File: src/hw/rtl/cmrq_pkg.sv
// ---------------------------------------------------------------------------
// cmrq_pkg
// Shared types, constants and helpers for the coalescing message ring queue.
// ---------------------------------------------------------------------------
package cmrq_pkg;

	localparam int QUEUE_DEPTH = 8;
	localparam int PTR_W       = $clog2(QUEUE_DEPTH);

	localparam int KIND_W    = 16;
	localparam int PARAM_W   = 16;
	localparam int PAYLOAD_W = 32;
	localparam int KEY_W     = KIND_W + PARAM_W;
	localparam int ENTRY_W   = KEY_W + PAYLOAD_W;

	localparam logic ACT_POST = 1'b0;
	localparam logic ACT_POP  = 1'b1;

	typedef logic [PTR_W-1:0] ptr_t;

	// result register update selected by the controller
	typedef enum logic [2:0] {
		RES_NONE,
		RES_FAIL,
		RES_OK_POST,
		RES_ABSORB,
		RES_POP
	} res_op_t;

	typedef struct packed {
		logic    capture;  // latch the accepted word
		logic    rd_head;  // read entry at read pointer, scan pointer to the next one
		logic    rd_scan;  // read entry at scan pointer, advance scan pointer
		logic    push;     // write held word at tail, advance write pointer
		logic    pop;      // advance read pointer
		res_op_t res;
	} cmrq_cmd_t;

	typedef struct packed {
		logic is_pop;
		logic empty;
		logic full;
		logic timer_hit;  // held kind equals timer kind
		logic key_hit;    // read entry matches held key
		logic scan_end;   // scan pointer reached write pointer
		logic out_free;
	} cmrq_sts_t;

	// wrap at the depth so non power of two depths work
	function automatic ptr_t ptr_adv(input ptr_t p);
		ptr_t r;
		if (p == PTR_W'(QUEUE_DEPTH - 1)) begin
			r = '0;
		end else begin
			r = p + PTR_W'(1);
		end
		return r;
	endfunction

endpackage

File: src/hw/rtl/cmrq_in_if.sv
// ---------------------------------------------------------------------------
// cmrq_in_if
// Request channel: post or pop command with message fields.
// ---------------------------------------------------------------------------
interface cmrq_in_if;
	logic                           valid;
	logic                           ready;
	logic                           action;
	logic [cmrq_pkg::KIND_W-1:0]    msg_kind;
	logic [cmrq_pkg::PARAM_W-1:0]   msg_param;
	logic [cmrq_pkg::PAYLOAD_W-1:0] msg_payload;

	modport source (output valid, action, msg_kind, msg_param, msg_payload, input ready);
	modport sink   (input valid, action, msg_kind, msg_param, msg_payload, output ready);
endinterface

File: src/hw/rtl/cmrq_out_if.sv
// ---------------------------------------------------------------------------
// cmrq_out_if
// Response channel: status and popped message.
// ---------------------------------------------------------------------------
interface cmrq_out_if;
	logic                           valid;
	logic                           ready;
	logic                           ok;
	logic                           absorbed;
	logic [cmrq_pkg::KIND_W-1:0]    out_kind;
	logic [cmrq_pkg::PARAM_W-1:0]   out_param;
	logic [cmrq_pkg::PAYLOAD_W-1:0] out_payload;

	modport source (output valid, ok, absorbed, out_kind, out_param, out_payload, input ready);
	modport sink   (input valid, ok, absorbed, out_kind, out_param, out_payload, output ready);
endinterface

File: src/hw/rtl/coalescing_message_ring_queue_unit.sv
// ---------------------------------------------------------------------------
// coalescing_message_ring_queue_unit
// Ring queue of messages with coalescing of duplicate timer posts.
// ---------------------------------------------------------------------------
// Request channel req carries a post (action 0) or pop (action 1); each
// request word yields exactly one word on the response channel rsp.
// The ring holds QUEUE_DEPTH - 1 messages. A post to a full ring returns
// ok 0. A post whose kind equals the timer kind register is compared with
// every queued entry on kind and param; a match returns ok 1, absorbed 1
// and stores nothing. A pop returns the head message, or ok 0 when empty.
// A plain post or a refused request is answered from the held word; a pop
// first reads the head entry through the registered read port; a timer
// post compares 1 to QUEUE_DEPTH - 2 entries, head first, stopping at a
// match or at the tail, with one store read per entry through the single
// read port. No new request is taken until the last result is registered.
// The response sits in an output register; a new request is still taken
// while it waits, and its processing holds until that register is free.
// Reset empties the ring and clears the timer kind to 0; stored messages
// are not cleared. The timer kind is written through cfg_we/cfg_wdata; the
// user must write it only while no request is in progress; the block does not enforce this.
// ---------------------------------------------------------------------------
module coalescing_message_ring_queue_unit (
	input  logic                        clk,
	input  logic                        arst_n,
	input  logic                        cfg_we,
	input  logic [cmrq_pkg::KIND_W-1:0] cfg_wdata,
	cmrq_in_if.sink                     req,
	cmrq_out_if.source                  rsp
);

	cmrq_pkg::cmrq_cmd_t cmd;
	cmrq_pkg::cmrq_sts_t sts;
	logic                in_ready;

	assign req.ready = in_ready;

	cmrq_ctrl u_ctrl (
		.clk     (clk),
		.arst_n  (arst_n),
		.in_valid(req.valid),
		.in_ready(in_ready),
		.sts     (sts),
		.cmd     (cmd)
	);

	cmrq_datapath u_datapath (
		.clk        (clk),
		.arst_n     (arst_n),
		.cfg_we     (cfg_we),
		.cfg_wdata  (cfg_wdata),
		.action     (req.action),
		.msg_kind   (req.msg_kind),
		.msg_param  (req.msg_param),
		.msg_payload(req.msg_payload),
		.cmd        (cmd),
		.sts        (sts),
		.rsp        (rsp)
	);

endmodule

File: src/hw/rtl/cmrq_ram.sv
// ---------------------------------------------------------------------------
// cmrq_ram
// Generic simple dual port RAM, one write port, one registered read port.
// ---------------------------------------------------------------------------
module cmrq_ram #(
	parameter int WIDTH = 64,
	parameter int DEPTH = 8
) (
	input  logic                     clk,
	input  logic                     we,
	input  logic [$clog2(DEPTH)-1:0] waddr,
	input  logic [WIDTH-1:0]         wdata,
	input  logic                     re,
	input  logic [$clog2(DEPTH)-1:0] raddr,
	output logic [WIDTH-1:0]         rdata
);

	logic [WIDTH-1:0] mem_q [DEPTH];
	logic [WIDTH-1:0] rdata_q;

	always_ff @(posedge clk) begin
		if (we) begin
			mem_q[waddr] <= wdata;
		end
		if (re) begin
			rdata_q <= mem_q[raddr];
		end
	end

	assign rdata = rdata_q;

endmodule

File: src/hw/rtl/cmrq_datapath.sv
// ---------------------------------------------------------------------------
// cmrq_datapath
// Held request, ring pointers, message store, key compare and result register.
// ---------------------------------------------------------------------------
module cmrq_datapath (
	input  logic                           clk,
	input  logic                           arst_n,
	input  logic                           cfg_we,
	input  logic [cmrq_pkg::KIND_W-1:0]    cfg_wdata,
	input  logic                           action,
	input  logic [cmrq_pkg::KIND_W-1:0]    msg_kind,
	input  logic [cmrq_pkg::PARAM_W-1:0]   msg_param,
	input  logic [cmrq_pkg::PAYLOAD_W-1:0] msg_payload,
	input  cmrq_pkg::cmrq_cmd_t            cmd,
	output cmrq_pkg::cmrq_sts_t            sts,
	cmrq_out_if.source                     rsp
);

	logic                           action_q;
	logic [cmrq_pkg::KIND_W-1:0]    kind_q;
	logic [cmrq_pkg::PARAM_W-1:0]   param_q;
	logic [cmrq_pkg::PAYLOAD_W-1:0] payload_q;
	logic [cmrq_pkg::KIND_W-1:0]    timer_kind_q;
	cmrq_pkg::ptr_t                 rd_ptr_q;
	cmrq_pkg::ptr_t                 wr_ptr_q;
	cmrq_pkg::ptr_t                 scan_ptr_q;

	logic                           rsp_vld_q;
	logic                           ok_q;
	logic                           absorbed_q;
	logic [cmrq_pkg::KIND_W-1:0]    out_kind_q;
	logic [cmrq_pkg::PARAM_W-1:0]   out_param_q;
	logic [cmrq_pkg::PAYLOAD_W-1:0] out_payload_q;

	logic                           ram_re;
	cmrq_pkg::ptr_t                 ram_raddr;
	logic [cmrq_pkg::ENTRY_W-1:0]   ram_rdata;

	// entry layout: payload | param | kind
	cmrq_ram #(
		.WIDTH(cmrq_pkg::ENTRY_W),
		.DEPTH(cmrq_pkg::QUEUE_DEPTH)
	) u_store (
		.clk  (clk),
		.we   (cmd.push),
		.waddr(wr_ptr_q),
		.wdata({payload_q, param_q, kind_q}),
		.re   (ram_re),
		.raddr(ram_raddr),
		.rdata(ram_rdata)
	);

	assign ram_re    = cmd.rd_head | cmd.rd_scan;
	assign ram_raddr = cmd.rd_head ? rd_ptr_q : scan_ptr_q;

	always_ff @(posedge clk) begin
		if (cmd.capture) begin
			action_q  <= action;
			kind_q    <= msg_kind;
			param_q   <= msg_param;
			payload_q <= msg_payload;
		end
	end

	always_ff @(posedge clk or negedge arst_n) begin
		if (!arst_n) begin
			timer_kind_q <= '0;
			rd_ptr_q     <= '0;
			wr_ptr_q     <= '0;
			scan_ptr_q   <= '0;
		end else begin
			if (cfg_we) begin
				timer_kind_q <= cfg_wdata;
			end
			if (cmd.push) begin
				wr_ptr_q <= cmrq_pkg::ptr_adv(wr_ptr_q);
			end
			if (cmd.pop) begin
				rd_ptr_q <= cmrq_pkg::ptr_adv(rd_ptr_q);
			end
			if (cmd.rd_head) begin
				scan_ptr_q <= cmrq_pkg::ptr_adv(rd_ptr_q);
			end else if (cmd.rd_scan) begin
				scan_ptr_q <= cmrq_pkg::ptr_adv(scan_ptr_q);
			end
		end
	end

	always_ff @(posedge clk or negedge arst_n) begin
		if (!arst_n) begin
			rsp_vld_q <= 1'b0;
		end else if (cmd.res != cmrq_pkg::RES_NONE) begin
			rsp_vld_q <= 1'b1;
		end else if (rsp.ready) begin
			rsp_vld_q <= 1'b0;
		end
	end

	always_ff @(posedge clk) begin
		case (cmd.res) inside
			cmrq_pkg::RES_FAIL, cmrq_pkg::RES_OK_POST, cmrq_pkg::RES_ABSORB: begin
				ok_q          <= (cmd.res != cmrq_pkg::RES_FAIL);
				absorbed_q    <= (cmd.res == cmrq_pkg::RES_ABSORB);
				out_kind_q    <= '0;
				out_param_q   <= '0;
				out_payload_q <= '0;
			end
			cmrq_pkg::RES_POP: begin
				ok_q          <= 1'b1;
				absorbed_q    <= 1'b0;
				out_kind_q    <= ram_rdata[cmrq_pkg::KIND_W-1:0];
				out_param_q   <= ram_rdata[cmrq_pkg::KEY_W-1:cmrq_pkg::KIND_W];
				out_payload_q <= ram_rdata[cmrq_pkg::ENTRY_W-1:cmrq_pkg::KEY_W];
			end
			default: begin
			end
		endcase
	end

	assign rsp.valid       = rsp_vld_q;
	assign rsp.ok          = ok_q;
	assign rsp.absorbed    = absorbed_q;
	assign rsp.out_kind    = out_kind_q;
	assign rsp.out_param   = out_param_q;
	assign rsp.out_payload = out_payload_q;

	assign sts.is_pop    = (action_q == cmrq_pkg::ACT_POP);
	assign sts.empty     = (rd_ptr_q == wr_ptr_q);
	assign sts.full      = (cmrq_pkg::ptr_adv(wr_ptr_q) == rd_ptr_q);
	assign sts.timer_hit = (kind_q == timer_kind_q);
	assign sts.key_hit   = (ram_rdata[cmrq_pkg::KEY_W-1:0] == {param_q, kind_q});
	assign sts.scan_end  = (scan_ptr_q == wr_ptr_q);
	assign sts.out_free  = !rsp_vld_q || rsp.ready;

`ifndef SYNTHESIS
	a_push_not_full: assert property (@(posedge clk) disable iff (!arst_n)
		cmd.push |-> !sts.full) else $error("push into full ring");
	a_pop_not_empty: assert property (@(posedge clk) disable iff (!arst_n)
		cmd.pop |-> !sts.empty) else $error("pop from empty ring");
	a_absorb_ok: assert property (@(posedge clk) disable iff (!arst_n)
		(rsp_vld_q && absorbed_q) |-> ok_q) else $error("absorbed without ok");
	a_rd_range: assert property (@(posedge clk) disable iff (!arst_n)
		rd_ptr_q <= cmrq_pkg::PTR_W'(cmrq_pkg::QUEUE_DEPTH - 1))
		else $error("read pointer out of range");
`endif

endmodule

File: src/hw/rtl/cmrq_ctrl.sv
// ---------------------------------------------------------------------------
// cmrq_ctrl
// Sequencer: decides post/pop handling and steps the duplicate scan.
// ---------------------------------------------------------------------------
module cmrq_ctrl (
	input  logic                clk,
	input  logic                arst_n,
	input  logic                in_valid,
	output logic                in_ready,
	input  cmrq_pkg::cmrq_sts_t sts,
	output cmrq_pkg::cmrq_cmd_t cmd
);

	typedef enum logic [3:0] {
		ST_IDLE = 4'b0001,
		ST_EVAL = 4'b0010,
		ST_SCAN = 4'b0100,
		ST_POP  = 4'b1000
	} state_t;

	state_t state_q;
	state_t state_d;

	assign in_ready = (state_q == ST_IDLE);

	always_comb begin
		state_d     = state_q;
		cmd         = '0;
		cmd.res     = cmrq_pkg::RES_NONE;
		unique case (state_q)
			ST_IDLE: begin
				if (in_valid) begin
					cmd.capture = 1'b1;
					state_d     = ST_EVAL;
				end
			end
			// results load straight into the output register, so wait for it here
			ST_EVAL: begin
				if (sts.out_free) begin
					if (sts.is_pop) begin
						if (sts.empty) begin
							cmd.res = cmrq_pkg::RES_FAIL;
							state_d = ST_IDLE;
						end else begin
							cmd.rd_head = 1'b1;
							state_d     = ST_POP;
						end
					end else if (sts.full) begin
						cmd.res = cmrq_pkg::RES_FAIL;
						state_d = ST_IDLE;
					end else if (sts.timer_hit && !sts.empty) begin
						cmd.rd_head = 1'b1;
						state_d     = ST_SCAN;
					end else begin
						cmd.push = 1'b1;
						cmd.res  = cmrq_pkg::RES_OK_POST;
						state_d  = ST_IDLE;
					end
				end
			end
			ST_SCAN: begin
				if (sts.key_hit) begin
					cmd.res = cmrq_pkg::RES_ABSORB;
					state_d = ST_IDLE;
				end else if (sts.scan_end) begin
					cmd.push = 1'b1;
					cmd.res  = cmrq_pkg::RES_OK_POST;
					state_d  = ST_IDLE;
				end else begin
					cmd.rd_scan = 1'b1;
				end
			end
			ST_POP: begin
				cmd.pop = 1'b1;
				cmd.res = cmrq_pkg::RES_POP;
				state_d = ST_IDLE;
			end
			default: begin
				state_d = ST_IDLE;
			end
		endcase
	end

	always_ff @(posedge clk or negedge arst_n) begin
		if (!arst_n) begin
			state_q <= ST_IDLE;
		end else begin
			state_q <= state_d;
		end
	end

`ifndef SYNTHESIS
	a_res_free: assert property (@(posedge clk) disable iff (!arst_n)
		(cmd.res != cmrq_pkg::RES_NONE) |-> sts.out_free)
		else $error("result loaded over pending word");
	a_pop_after_read: assert property (@(posedge clk) disable iff (!arst_n)
		(state_q == ST_POP) |-> $past(cmd.rd_head)) else $error("pop without head read");
	a_scan_after_read: assert property (@(posedge clk) disable iff (!arst_n)
		(state_q == ST_SCAN) |-> ($past(cmd.rd_head) || $past(cmd.rd_scan)))
		else $error("scan compare without read");
`endif

endmodule

File: src/flat_wrapper.sv
// flat-port wrapper written by rule: the top's interface ports become plain ports
module coalescing_message_ring_queue_unit_flat 
  (clk, arst_n, cfg_we, cfg_wdata, req_valid, req_action, req_msg_kind, req_msg_param, req_msg_payload, req_ready, rsp_valid, rsp_ok, rsp_absorbed, rsp_out_kind, rsp_out_param, rsp_out_payload, rsp_ready);
  cmrq_in_if req_i ();
  cmrq_out_if rsp_i ();
  input  logic clk;
  input  logic arst_n;
  input  logic cfg_we;
  input  logic [cmrq_pkg::KIND_W-1:0] cfg_wdata;
  input wire logic [$bits(req_i.valid)-1:0] req_valid;
  input wire logic [$bits(req_i.action)-1:0] req_action;
  input wire logic [$bits(req_i.msg_kind)-1:0] req_msg_kind;
  input wire logic [$bits(req_i.msg_param)-1:0] req_msg_param;
  input wire logic [$bits(req_i.msg_payload)-1:0] req_msg_payload;
  output wire logic [$bits(req_i.ready)-1:0] req_ready;
  output wire logic [$bits(rsp_i.valid)-1:0] rsp_valid;
  output wire logic [$bits(rsp_i.ok)-1:0] rsp_ok;
  output wire logic [$bits(rsp_i.absorbed)-1:0] rsp_absorbed;
  output wire logic [$bits(rsp_i.out_kind)-1:0] rsp_out_kind;
  output wire logic [$bits(rsp_i.out_param)-1:0] rsp_out_param;
  output wire logic [$bits(rsp_i.out_payload)-1:0] rsp_out_payload;
  input wire logic [$bits(rsp_i.ready)-1:0] rsp_ready;
  assign req_i.valid = req_valid;
  assign req_i.action = req_action;
  assign req_i.msg_kind = req_msg_kind;
  assign req_i.msg_param = req_msg_param;
  assign req_i.msg_payload = req_msg_payload;
  assign req_ready = req_i.ready;
  assign rsp_valid = rsp_i.valid;
  assign rsp_ok = rsp_i.ok;
  assign rsp_absorbed = rsp_i.absorbed;
  assign rsp_out_kind = rsp_i.out_kind;
  assign rsp_out_param = rsp_i.out_param;
  assign rsp_out_payload = rsp_i.out_payload;
  assign rsp_i.ready = rsp_ready;
  coalescing_message_ring_queue_unit u_core (.clk(clk), .arst_n(arst_n), .cfg_we(cfg_we), .cfg_wdata(cfg_wdata), .req(req_i), .rsp(rsp_i));
endmodule
File: config.mk
export PLATFORM = sky130hd
export DESIGN_NAME = coalescing_message_ring_queue_unit_flat
export DESIGN_NICKNAME = d
export VERILOG_FILES = /design/src/hw/rtl/cmrq_pkg.sv /design/src/hw/rtl/cmrq_in_if.sv /design/src/hw/rtl/cmrq_out_if.sv /design/src/hw/rtl/coalescing_message_ring_queue_unit.sv /design/src/hw/rtl/cmrq_ram.sv /design/src/hw/rtl/cmrq_datapath.sv /design/src/hw/rtl/cmrq_ctrl.sv /design/src/flat_wrapper.sv
export SDC_FILE = /design/constraint.sdc
export NUM_CORES = 1
export LEC_CHECK = 0
export BUFFER_PORTS_ARGS = -buffer_cell sky130_fd_sc_hd__clkbuf_2
export CORE_MARGIN = 3
export CORE_UTILIZATION = 45
export CTS_BUF_LIST = sky130_fd_sc_hd__clkbuf_2
export CTS_CLUSTER_SIZE = 28
export DETAILED_ROUTE_END_ITERATION = 8
export GPL_ROUTABILITY_DRIVEN = 0
export SLEW_MARGIN = 20
export SYNTH_ARGS = -nofsm -noshare
export SYNTH_HDL_FRONTEND = slang
export SYNTH_SLANG_ARGS = --single-unit
File: constraint.sdc
create_clock -name clk -period 7.5 [get_ports clk]
set_input_delay 0.375 -clock clk [delete_from_list [all_inputs] [get_ports clk]]
set_output_delay 0.375 -clock clk [all_outputs]
set_load 0.1 [all_outputs]
# == After elaboration in Yosys (flattened, before gate mapping) ==
# Memory sizes are Yosys's and may differ from the RTL's. A register that Yosys moved wholly into a read port is not among the register bits.
# Index checks and enable logic that the tools add are counted.
# word_totals
mem_count,1
wordCells,99
latch_bits,0
romBits,0
register_bits,161
mem_bits_rw,512
# classes
div,0
reduce_logical,10
muxes,49
bitwise,1
magnitude_cmp,0
multipliers,0
shift,0
add_sub_neg,3
eq_ne,20
# memory_table
memory,words,width,read_ports,rd_clocked_by_memory_dff,wr,line,text
u_core.u_datapath.u_store.mem_q,8,64,1,1,1,cmrq_ram.sv:18,logic [WIDTH-1:0] mem_q [DEPTH];
# op_table
operator,n
$eq A32 B32 Y1,1
$mux W4,7
$mux W3,9
$mux W1,25
$eq A16 B16 Y1,1
$eq A3 B3 Y1 const B,4
$pmux W4 S3,1
$mux W2,5
$add A3 B1 Y3 const B,3
$eq A3 B3 Y1,3
$pmux W3 S3,1
$eq A3 B2 Y1 const B,2
$ne A3 B1 Y1 const B,2
$reduce_bool A2 Y1,3
$eq A4 B1 Y1 const B,1
$eq A4 B2 Y1 const B,1
$eq A4 B3 Y1 const B,1
$eq A4 B4 Y1 const B,1
$eq A3 B1 Y1 const B,1
$reduce_and A3 Y1,1
$reduce_bool A3 Y1,1
$reduce_or A3 Y1,1
$logic_not A1 Y1,2
$ne A2 B1 Y1 const B,1
5 further kinds,5

# == Longest topological paths before layout ==
# Gate-level depths: netlist of run 1.
# depth
depth_word,11
mapped_depth,12
mapped_depth_nobuf,10

# == Cells and area by module ==
# From an unflattened synthesis of run 1, not the netlist that was laid out.
# unflattened
hier_cells,1218
area_unflattened_um2,27261.1
# modules_own_cells
module,cells_per_inst,area_each_um2,instances,seq_area_each_um2
cmrq_ram,816,21187.8,1,17296.6
cmrq_datapath,367,5751.8,1,3943.8
cmrq_ctrl,35,321.6,1,101.3

# == Worst setup path after synthesis of run 1 ==
# No wires, ideal clock.
# synth_path
path_type,reg-to-reg
start,"register u_core.u_datapath.rsp_vld_q, in the netlist u_core.u_datapath.rsp.valid"
end,memory u_core.u_datapath.u_store.mem_q[0][0] (enable)
n_path_buf,0
t_required_ns,6.935
path_slack_ns,0.641
arrival_ns,6.294
path_stages_with_launch,7
period_less_slack_ns,6.859
setup_ns,0.565
cell_sequence,dfrtp_1 nor2b_1 nor2_1 nor4b_1 a31oi_1 or2_1 nor3_1
# synth_via
elab_chain_cells,6
# synth_rtl
item,line,text
"start, declared",cmrq_datapath.sv:28,logic rsp_vld_q;
"start signal, assigned",cmrq_datapath.sv:91,rsp_vld_q <= 1'b0;
"start signal, assigned",cmrq_datapath.sv:93,rsp_vld_q <= 1'b1;
"start signal, assigned",cmrq_datapath.sv:95,rsp_vld_q <= 1'b0;
$logic_not A1 Y1,cmrq_datapath.sv:133,assign sts.out_free = !rsp_vld_q || rsp.ready;
$logic_or A1 B1 Y1,cmrq_datapath.sv:133,
$mux W1,cmrq_ctrl.sv:39,if (sts.out_free) begin
$pmux W1 S2,cmrq_ctrl.sv:30,unique case (state_q)
$mux W1,cmrq_ram.sv:22,if (we) begin
$mux W1 (implied by the code),cmrq_ram.sv:23,mem_q[waddr] <= wdata;
"end, declared",cmrq_ram.sv:18,
# No other way between the ends.

# == Worst setup path in the final report of run 1 ==
# layout_path
start,register u_core.u_datapath.kind_q[2] (netlist name)
end,"register u_core.u_datapath.u_store.rdata_q[21], in the netlist u_core.u_datapath.u_store.rdata[21] (read register of u_core.u_datapath.u_store.mem_q) (data pin)"
# layout_via
elab_chain_cells,8
# layout_rtl
item,line,text
"start, declared",cmrq_datapath.sv:20,logic [cmrq_pkg::KIND_W-1:0] kind_q;
"start signal, assigned",cmrq_datapath.sv:59,kind_q <= msg_kind;
$eq A16 B16 Y1,cmrq_datapath.sv:130,assign sts.timer_hit = (kind_q == timer_kind_q);
$logic_and A1 B1 Y1,cmrq_ctrl.sv:51,end else if (sts.timer_hit && !sts.empty) begin
$mux W1,cmrq_ctrl.sv:51,
$mux W1,cmrq_ctrl.sv:48,end else if (sts.full) begin
$mux W1,cmrq_ctrl.sv:40,if (sts.is_pop) begin
$mux W1,cmrq_ctrl.sv:39,
$mux W1,cmrq_ctrl.sv:30,
$mux W3 or $or A1 B1 Y1 (tied branches),"cmrq_datapath.sv:54, cmrq_datapath.sv:53",
"end, declared",cmrq_ram.sv:19,logic [WIDTH-1:0] rdata_q;
# Several ways; a longest one is shown, not always the timed one.
# A chain may end at the register's enable or synchronous reset.

==> results of run 1 <==
-- flip-flops by register name, summed over array words and instances, names as in the netlist, 3 cells and up --
name                               count
u_core.u_ctrl.state_q                  4
u_core.u_datapath.rsp.out_kind        16
u_core.u_datapath.param_q             16
u_core.u_datapath.payload_q           32
u_core.u_datapath.kind_q              16
u_core.u_datapath.timer_kind_q        16
u_core.u_datapath.u_store.rdata       64
u_core.u_datapath.scan_ptr_q           3
u_core.u_datapath.u_store.mem_q      512
u_core.u_datapath.rsp.out_payload     32
u_core.u_datapath.rsp.out_param       16
u_core.u_datapath.rd_ptr_q             3
u_core.u_datapath.wr_ptr_q             3
-- layout make-up --
type / count / area, um^2 / share of cell area
inverter: 9 / 33.8 / 0.00100
tap: 837 / 1050 / 0.0311
multi-input combinational: 684 / 6580 / 0.196
timing repair buffer: 367 / 2890 / 0.0859
clock inverter: 56 / 345 / 0.0103
antenna: 7 / 17.5 / 0.000521
sequential: 737 / 21300 / 0.634
clock buffer: 278 / 1390 / 0.0413
-- worst max path at each step --
stage / from / end / slack, ns / cells after the start
floorplan: u_core.u_datapath.rsp.valid$_DFFE_PN0P_ / u_core.u_datapath.u_store.mem_q[0][0]$_DFFE_PP_ / 0.64 / 6
CTS: u_core.u_datapath.kind_q[2]$_DFFE_PP_ / u_core.u_datapath.u_store.rdata[40]$_DFFE_PP_ / 2.79 / 9
detailed placement: u_core.u_datapath.kind_q[2]$_DFFE_PP_ / u_core.u_datapath.u_store.rdata[33]$_DFFE_PP_ / 2.86 / 9
finish: u_core.u_datapath.kind_q[2]$_DFFE_PP_ / u_core.u_datapath.u_store.rdata[21]$_DFFE_PP_ / 2.81 / 9
global route: u_core.u_datapath.kind_q[2]$_DFFE_PP_ / u_core.u_datapath.u_store.rdata[21]$_DFFE_PP_ / 2.56 / 9
global placement: u_core.u_datapath.kind_q[2]$_DFFE_PP_ / u_core.u_datapath.u_store.rdata[25]$_DFFE_PP_ / 2.95 / 9
-- repair_timing --
| item | CTS | global route |
|---|---|---|
| setup buffers | 0 | 0 |
| hold buffers | 188 | 0 |
| endpoints found under the hold margin | 174 | 0 |
| gates resized for setup | 0 | 0 |
-- per-stage QoR --
step | hold slack (ns) | cell area [um^2] | setup WS [ns] | utilization
after floorplan | 0.0794 | 28500 | 0.641 | -
after global placement | 0.448 | 30000 | 2.95 | 0.482
after detailed placement | 0.452 | 30000 | 2.86 | 0.482
after CTS | 0.000983 | 33600 | 2.79 | 0.540
after global routing | 0.0499 | 33600 | 2.56 | 0.540
final | 0.203 | 33600 | 2.81 | 0.540
-- cells in the final DEF, fill, tap and decap left out, types with 2 or more instances in the layout --
cell           count
nor3_1             5
nor4_1             6
or4b_4             2
xor2_1            22
nor2_4             6
diode_2            7
nor2_1            11
dfrtp_1           29
clkbuf_2         431
nor2b_1            4
a21oi_1            5
nor3_2             3
a22o_1            64
bufinv_16          4
buf_4             23
ha_1               6
nand2_1            6
dfxtp_1           64
mux2i_1          385
clkinv_2           5
edfxtp_1         643
clkinvlp_4         5
nand4_1            9
nand2b_1           5
inv_1              8
mux2_2            85
inv_2              4
dlygate4sd3_1    187
clkinv_1          38
buf_12             4
xnor2_1           35
-- kinds of logic (layout without fill, tap and decap cells) --
group / Yosys count / after routing
AOI/OAI and AO/OA: 79 / 79
adders and majority gates: 6 / 6
xor gates and xnor gates: 57 / 57
and+or+nand+nor: 71 / 71
DFF: 737 / 737
muxes: 471 / 471
buffers and inverters: 76 / 710
other: 0 / 7
-- where the power goes --
| part | internal, mW | switching [mW] | leakage (nW) |
|---|---|---|---|
| Sequential | 5.03 | 0.357 | 6.69 |
| Clock | 1.13 | 1.59 | 1.31 |
| Combinational | 1.22 | 2.43 | 6.07 |
-- routing by layer --
layer,vias up,track usage,wire length (um)
met5,-,0,27
met4,4,0.0673,1220
met3,101,0.0514,3360
met2,393,0.307,30400
met1,7593,0.244,27200
li1,6982,-,-
-- tightest hold or removal path: stages --
cell	delay, ns
clkbuf_2	0.30
mux2_2	0.32
dlygate4sd3_1	0.54
==> results.md, run 1 <==
- Initial antenna violation count: 4
- Final setup vio count: 0
- Final Non-Filler Cells: 2,975
- Fin crit share: 0.625
- Initial Utilization: 0.458
- Share of cells above drive strength 1: 0.274
- Clk sinks: 737
- Largest fanout on the critical path: 85
- Drt pass-1 iters: 5
- GRT overflow: 0
- Vias in the first global route: roughly 16,000
- Seq/Total Area, Yosys: 0.748
- Min-Delay Path Depth: 3
- Worst min-delay path endpoint: u_core.u_datapath.timer_kind_q[5]$_DFFE_PN0P_
- Wire length per cell: approximately 21 um
- Post-synth top area share: 0.676
- Cell breakdown of the critical path: xor2_1 > nor4_1 > nand4_1 > o21ai_1 > nand3_2 > mux2i_4 > buf_12 > mux2i_1 > mux2_2
- Status: finished clean
- Port buffer count: 153
- Most instantiated library cell after synthesis: edfxtp_1
- Final nets: 2,071
- Die H: around 260 um
- GRT Total Usage: 0.189
- Vias: 15,073
- P&R area growth vs syn: 17.9%
- Pwr dens: ~350 mW/mm^2
- Post-Syn Nets: about 1,600
- Filler cells: between 5,000 and 6,000
- Max-slew violations: 0
- First-pass GRT wire length: 93.8 mm
- Kind of end point of the critical path: register
- Hold Fails Final Rpt: 0
- Crit-path slowest cell: mux2i_4
- DRC viols: 0
- RR Startpoint: u_core.u_datapath.kind_q[2]$_DFFE_PP_
- Setup TNS Final: 0 ns
- Synth area leader: edfxtp_1
- Worst Setup Start Kind: register
- Synth area leaders: edfxtp_1 68%, mux2i_1 14%, dfxtp_1 4.5%, mux2_2 3.4%, dfrtp_1 2.5%
- Crit Reg-Reg Endpoint: u_core.u_datapath.u_store.rdata[21]$_DFFE_PP_
- Clk_skew: a little over 0.07 ns
- Crit Path Class: register to register
- Final WL: between 60 and 70 mm
- Iter 0 DRT Violations: 947
- Area of the mapped netlist: 0.0285 mm^2
- Final worst path period need: 4.69 ns
- Core box area: 0.0623 mm^2
- Fmax: approximately 0.21 GHz
- Cells after Synth: between 1,000 and 1,500
- Clk slew on worst S/H paths: about 0.12 ns
- Post-Synth XOR/XNOR Area: 0.0175
- # H-tree levels: 4
- Lkg Pwr: roughly 14 nW
- Largest net degree at the start of global routing: roughly 140
- Max Cap Viol: 0
- Ys Warns: 0
- Buffers & Inverters on Critical Path: 1
- CTS tree: yes
- Critical path arrival: roughly 5.8 ns
- Clock buffer depth: 3
- Num CTS Buffers: 180
- Post-synth top cells: 643 x edfxtp_1, 386 x mux2i_1, 85 x mux2_2, 64 x a22o_1, 64 x dfxtp_1
- Worst relative slew slack: 0.247
- Top Ports: between 150 and 200
- Power, Total: 11.8 mW
- Reg2Reg Depth: 9
- CTS Root Cell: clkbuf_2
- Placed cells: between 2,000 and 2,500
- HP Class: primary input to register
- Clock latency on the worst-skew pair: around 1.4 ns
- Die ar.: 0.0665 mm^2
- Post-synthesis adder-cell area fraction: 0.00263
- #FFs+latches synth: approximately 740
- Asr flop ratio synth: 0.0407
- RSZ-0062 raised after global routing: false
- Largest family of logic cells by synthesized area: multiplexers
- Synth cell types: 47
- CP top delay family: multiplexers
- Critical Path RT: 8.57 ns
- Synth Area in Compound Gates: 0.0233
- Row Count: slightly above 90
- Hold wc startpoint: cfg_we
- Vias per std cell: just over 5
- Syn_area_per_cell: about 19 um^2
- Reg2Reg Setup Slack: ~2.8 ns
- Proportion of synthesized area in mux cells: 0.169
- Max VDD drop: about 0.36 mV
- Die Width: approximately 260 um
- Number of enable flip-flop cells after synthesis: ~640
- Critical Path Max Stage Delay: a little under 0.9 ns
- Final HPWL DP: about 32 mm
- Ys flop type: edfxtp_1
- Post-DRT Antenna Nets: 0
- Slew at the pin with the worst max-slew slack: 1.13 ns
- Simple-gate share of the synthesized area: 0.0147
(Power assumes the default switching activity.)
==> inputs of run 2 (changes only) <==
==> constraint.sdc (replaced) <==
create_clock -name clk -period 4.2 [get_ports clk]
set_input_delay 0.21 -clock clk [delete_from_list [all_inputs] [get_ports clk]]
set_output_delay 0.21 -clock clk [all_outputs]
set_load 0.1 [all_outputs]
==> results.md, run 2 (synthesized netlist as in run 1, its figures left out) <==
- Share of cells above drive strength 1: 0.284
- Wire length per cell: between 20 and 25 um
- Vias in the first global route: about 16,000
- Max VDD drop: between 0.8 and 0.9 mV
- Most frequent cells in the layout: 643 x edfxtp_1, 451 x clkbuf_2, 385 x mux2i_1
- HP Class: primary input to register
- Clk_skew: ~0.093 ns
- Critical path arrival: 4.93 ns
- Port buffer count: 153
- Switching Share: 0.371
- Worst path most repeated cell: mux2i_1
- Max FFs per register: between 500 and 600
- Post-layout util: 0.558
- Die ar.: 0.0665 mm^2
- Clock buffer depth: 3
- P&R area growth vs syn: 21.8%
- Reg2Reg Depth: 9
- Power share of the sequential group: 0.447
- Initial antenna violation count: 1
- Post-DRT Antenna Nets: 0
- Slew at the pin with the worst max-slew slack: between 1 and 1.5 ns
- Critical Path Max Stage Delay: slightly above 0.6 ns
- Cell breakdown of the critical path: xor2_1 > nor4_2 > nand4_1 > or4b_4 > nand3_4 > buf_12 > mux2i_1 > mux2i_1 > mux2_2
- Commonest non-fill, non-tap cell in the layout: edfxtp_1
- GRT Total Usage: 0.193
- Lkg Pwr: around 15 nW
- Final HPWL DP: 35.2 mm
- Post-Place Setup Slack: 0.0209 ns
- RSZ-0062 raised after global routing: false
- Vias: between 15,000 and 20,000
- FF/Latch Area: 0.0213 mm^2
- Crit-path slowest cell: edfxtp_1
- Clk slew on worst S/H paths: around 0.1 ns
- First-pass GRT wire length: just under 100 mm
- Row Count: 91
- Internal power: 13.5 mW
- Largest fanout on the critical path: 54
- Largest net degree at the start of global routing: 69
- CTS Root Cell: clkbuf_2
- Vias per std cell: just over 5
- Kind of end point of the critical path: register
- Crit Path Class: register to register
- Die H: around 260 um
- Pwr dens: 615 mW/mm^2
- DRC viols: 0
- CP top delay family: simple AND/OR/NAND/NOR gates
- Clock power frac: 0.227
- Fmax: 0.256 GHz
- Reg with most FFs: u_core.u_datapath.u_store.mem_q
- Worst relative slew slack: 0.326
- # H-tree levels: 4
- Initial Utilization: 0.458
- Min-Delay Path Depth: 3
- Multi-input logic area: about 0.0066 mm^2
- CTS tree: yes
- Clk sinks: 737
- Top Ports: between 150 and 200
- Core box area: between 0.06 and 0.07 mm^2
- Final WL: between 60 and 70 mm
- Final nets: ~2,200
- Psw: between 7 and 8 mW
- Levels on crit path: 9
- Clock latency on the worst-skew pair: approximately 1.3 ns
- Combinational power share: 0.326
- Max-slew violations: 0
- Final worst path period need: a little under 4 ns
- Setup TNS Final: 0 ns
- Filler cells: a little under 5,000
- Critical Path RT: 5.22 ns
- Hold Fails Final Rpt: 0
- Final worst setup slack: 0.293 ns
- Die Width: 258 um
- Iter 0 DRT Violations: between 1,000 and 1,500
- Fin crit share: 0.930
- Status: finished clean
- GRT overflow: 0
- Drt pass-1 iters: 6
- Final setup vio count: 0
- Buffers & Inverters on Critical Path: 1
- Worst Setup Start Kind: register
- Max Cap Viol: 0
- Num CTS Buffers: 185
-- run 2: cell count changes in the layout (fill, tap and decap cells not counted), sizes merged --
cell / before / now
dlygate4sd3: 187 / 247
buf: 27 / 57
clkinv: 44 / 21
clkbuf: 431 / 451
diode: 7 / 1
inv: 12 / 14
bufinv: 4 / 3
clkinvlp: 5 / 4
-- run 2: final cells by class --
type,count,share of cell area
tap,837,0.0301
clock inverter,33,0.00648
multi-input combinational,684,0.190
inverter,9,0.000972
sequential,737,0.614
timing repair buffer,457,0.116
clock buffer,298,0.0429
antenna,1,0.0000720
-- run 2: per-stage QoR --
stage | cell area (um^2) | hold WS (ns) | total power, mW | instances
after global routing | 34800 | 0.0891 | 22.4 | 3056
final | 34800 | 0.232 | 21.4 | 3056
after CTS | 34700 | 0.0000726 | 21.7 | 3052
after floorplan | 28600 | -0.0856 | 15.1 | 1497
after global placement | 30500 | 0.367 | 16.5 | 2473
after detailed placement | 30500 | 0.369 | 16.6 | 2473
-- run 2: per-layer routing --
layer | vias up | track usage | share of wire
li1 | 7156 | - | -
met1 | 7825 | 0.249 | 0.44
met2 | 358 | 0.326 | 0.50
met3 | 100 | 0.0388 | 0.039
met4 | 0 | 0.0714 | 0.019
met5 | - | 0 | 0
-- run 2: worst paths after layout --
kind,from,endpoint,slack [ns]
max reg2reg,u_core.u_datapath.kind_q[2]$_DFFE_PP_,u_core.u_datapath.u_store.rdata[48]$_DFFE_PP_,0.29
max,u_core.u_datapath.kind_q[2]$_DFFE_PP_,u_core.u_datapath.u_store.rdata[48]$_DFFE_PP_,0.29
min in group asynchronous,arst_n,u_core.u_datapath.wr_ptr_q[0]$_DFFE_PN0P_,0.49
min,req_msg_kind[7],u_core.u_datapath.kind_q[7]$_DFFE_PP_,0.23
max in group asynchronous,arst_n,u_core.u_datapath.wr_ptr_q[1]$_DFFE_PN0P_,3.45
min reg2reg,u_core.u_datapath.u_store.rdata[54]$_DFFE_PP_,u_core.u_datapath.rsp.out_payload[22]$_SDFFE_PP0N_,0.47
-- run 2: tightest hold or removal path, cell delays in order --
cell and delay, ns:
dlygate4sd3_1 0.53, clkbuf_2 0.11, dlygate4sd3_1 0.57
-- run 2: power groups by stage --
| stage | clock, mW | sequential (mW) | combinational [mW] |
|---|---|---|---|
| final | 4.86 | 9.56 | 6.96 |
| after global routing | 5.44 | 9.65 | 7.33 |
| after CTS | 5.07 | 9.57 | 7.05 |
| after detailed placement | 0 | 9.73 | 6.82 |
| after global placement | 0 | 9.69 | 6.79 |
| after floorplan | 0 | 11.7 | 3.45 |
-- run 2: repair_timing --
action	4_1_cts	5_1_grt
buffers inserted	0	3
pin swaps	0	1
endpoints found under the hold margin	293	0
hold buffers	248	0
gates resized for setup	1	0
endpoints found under the setup margin	1	36
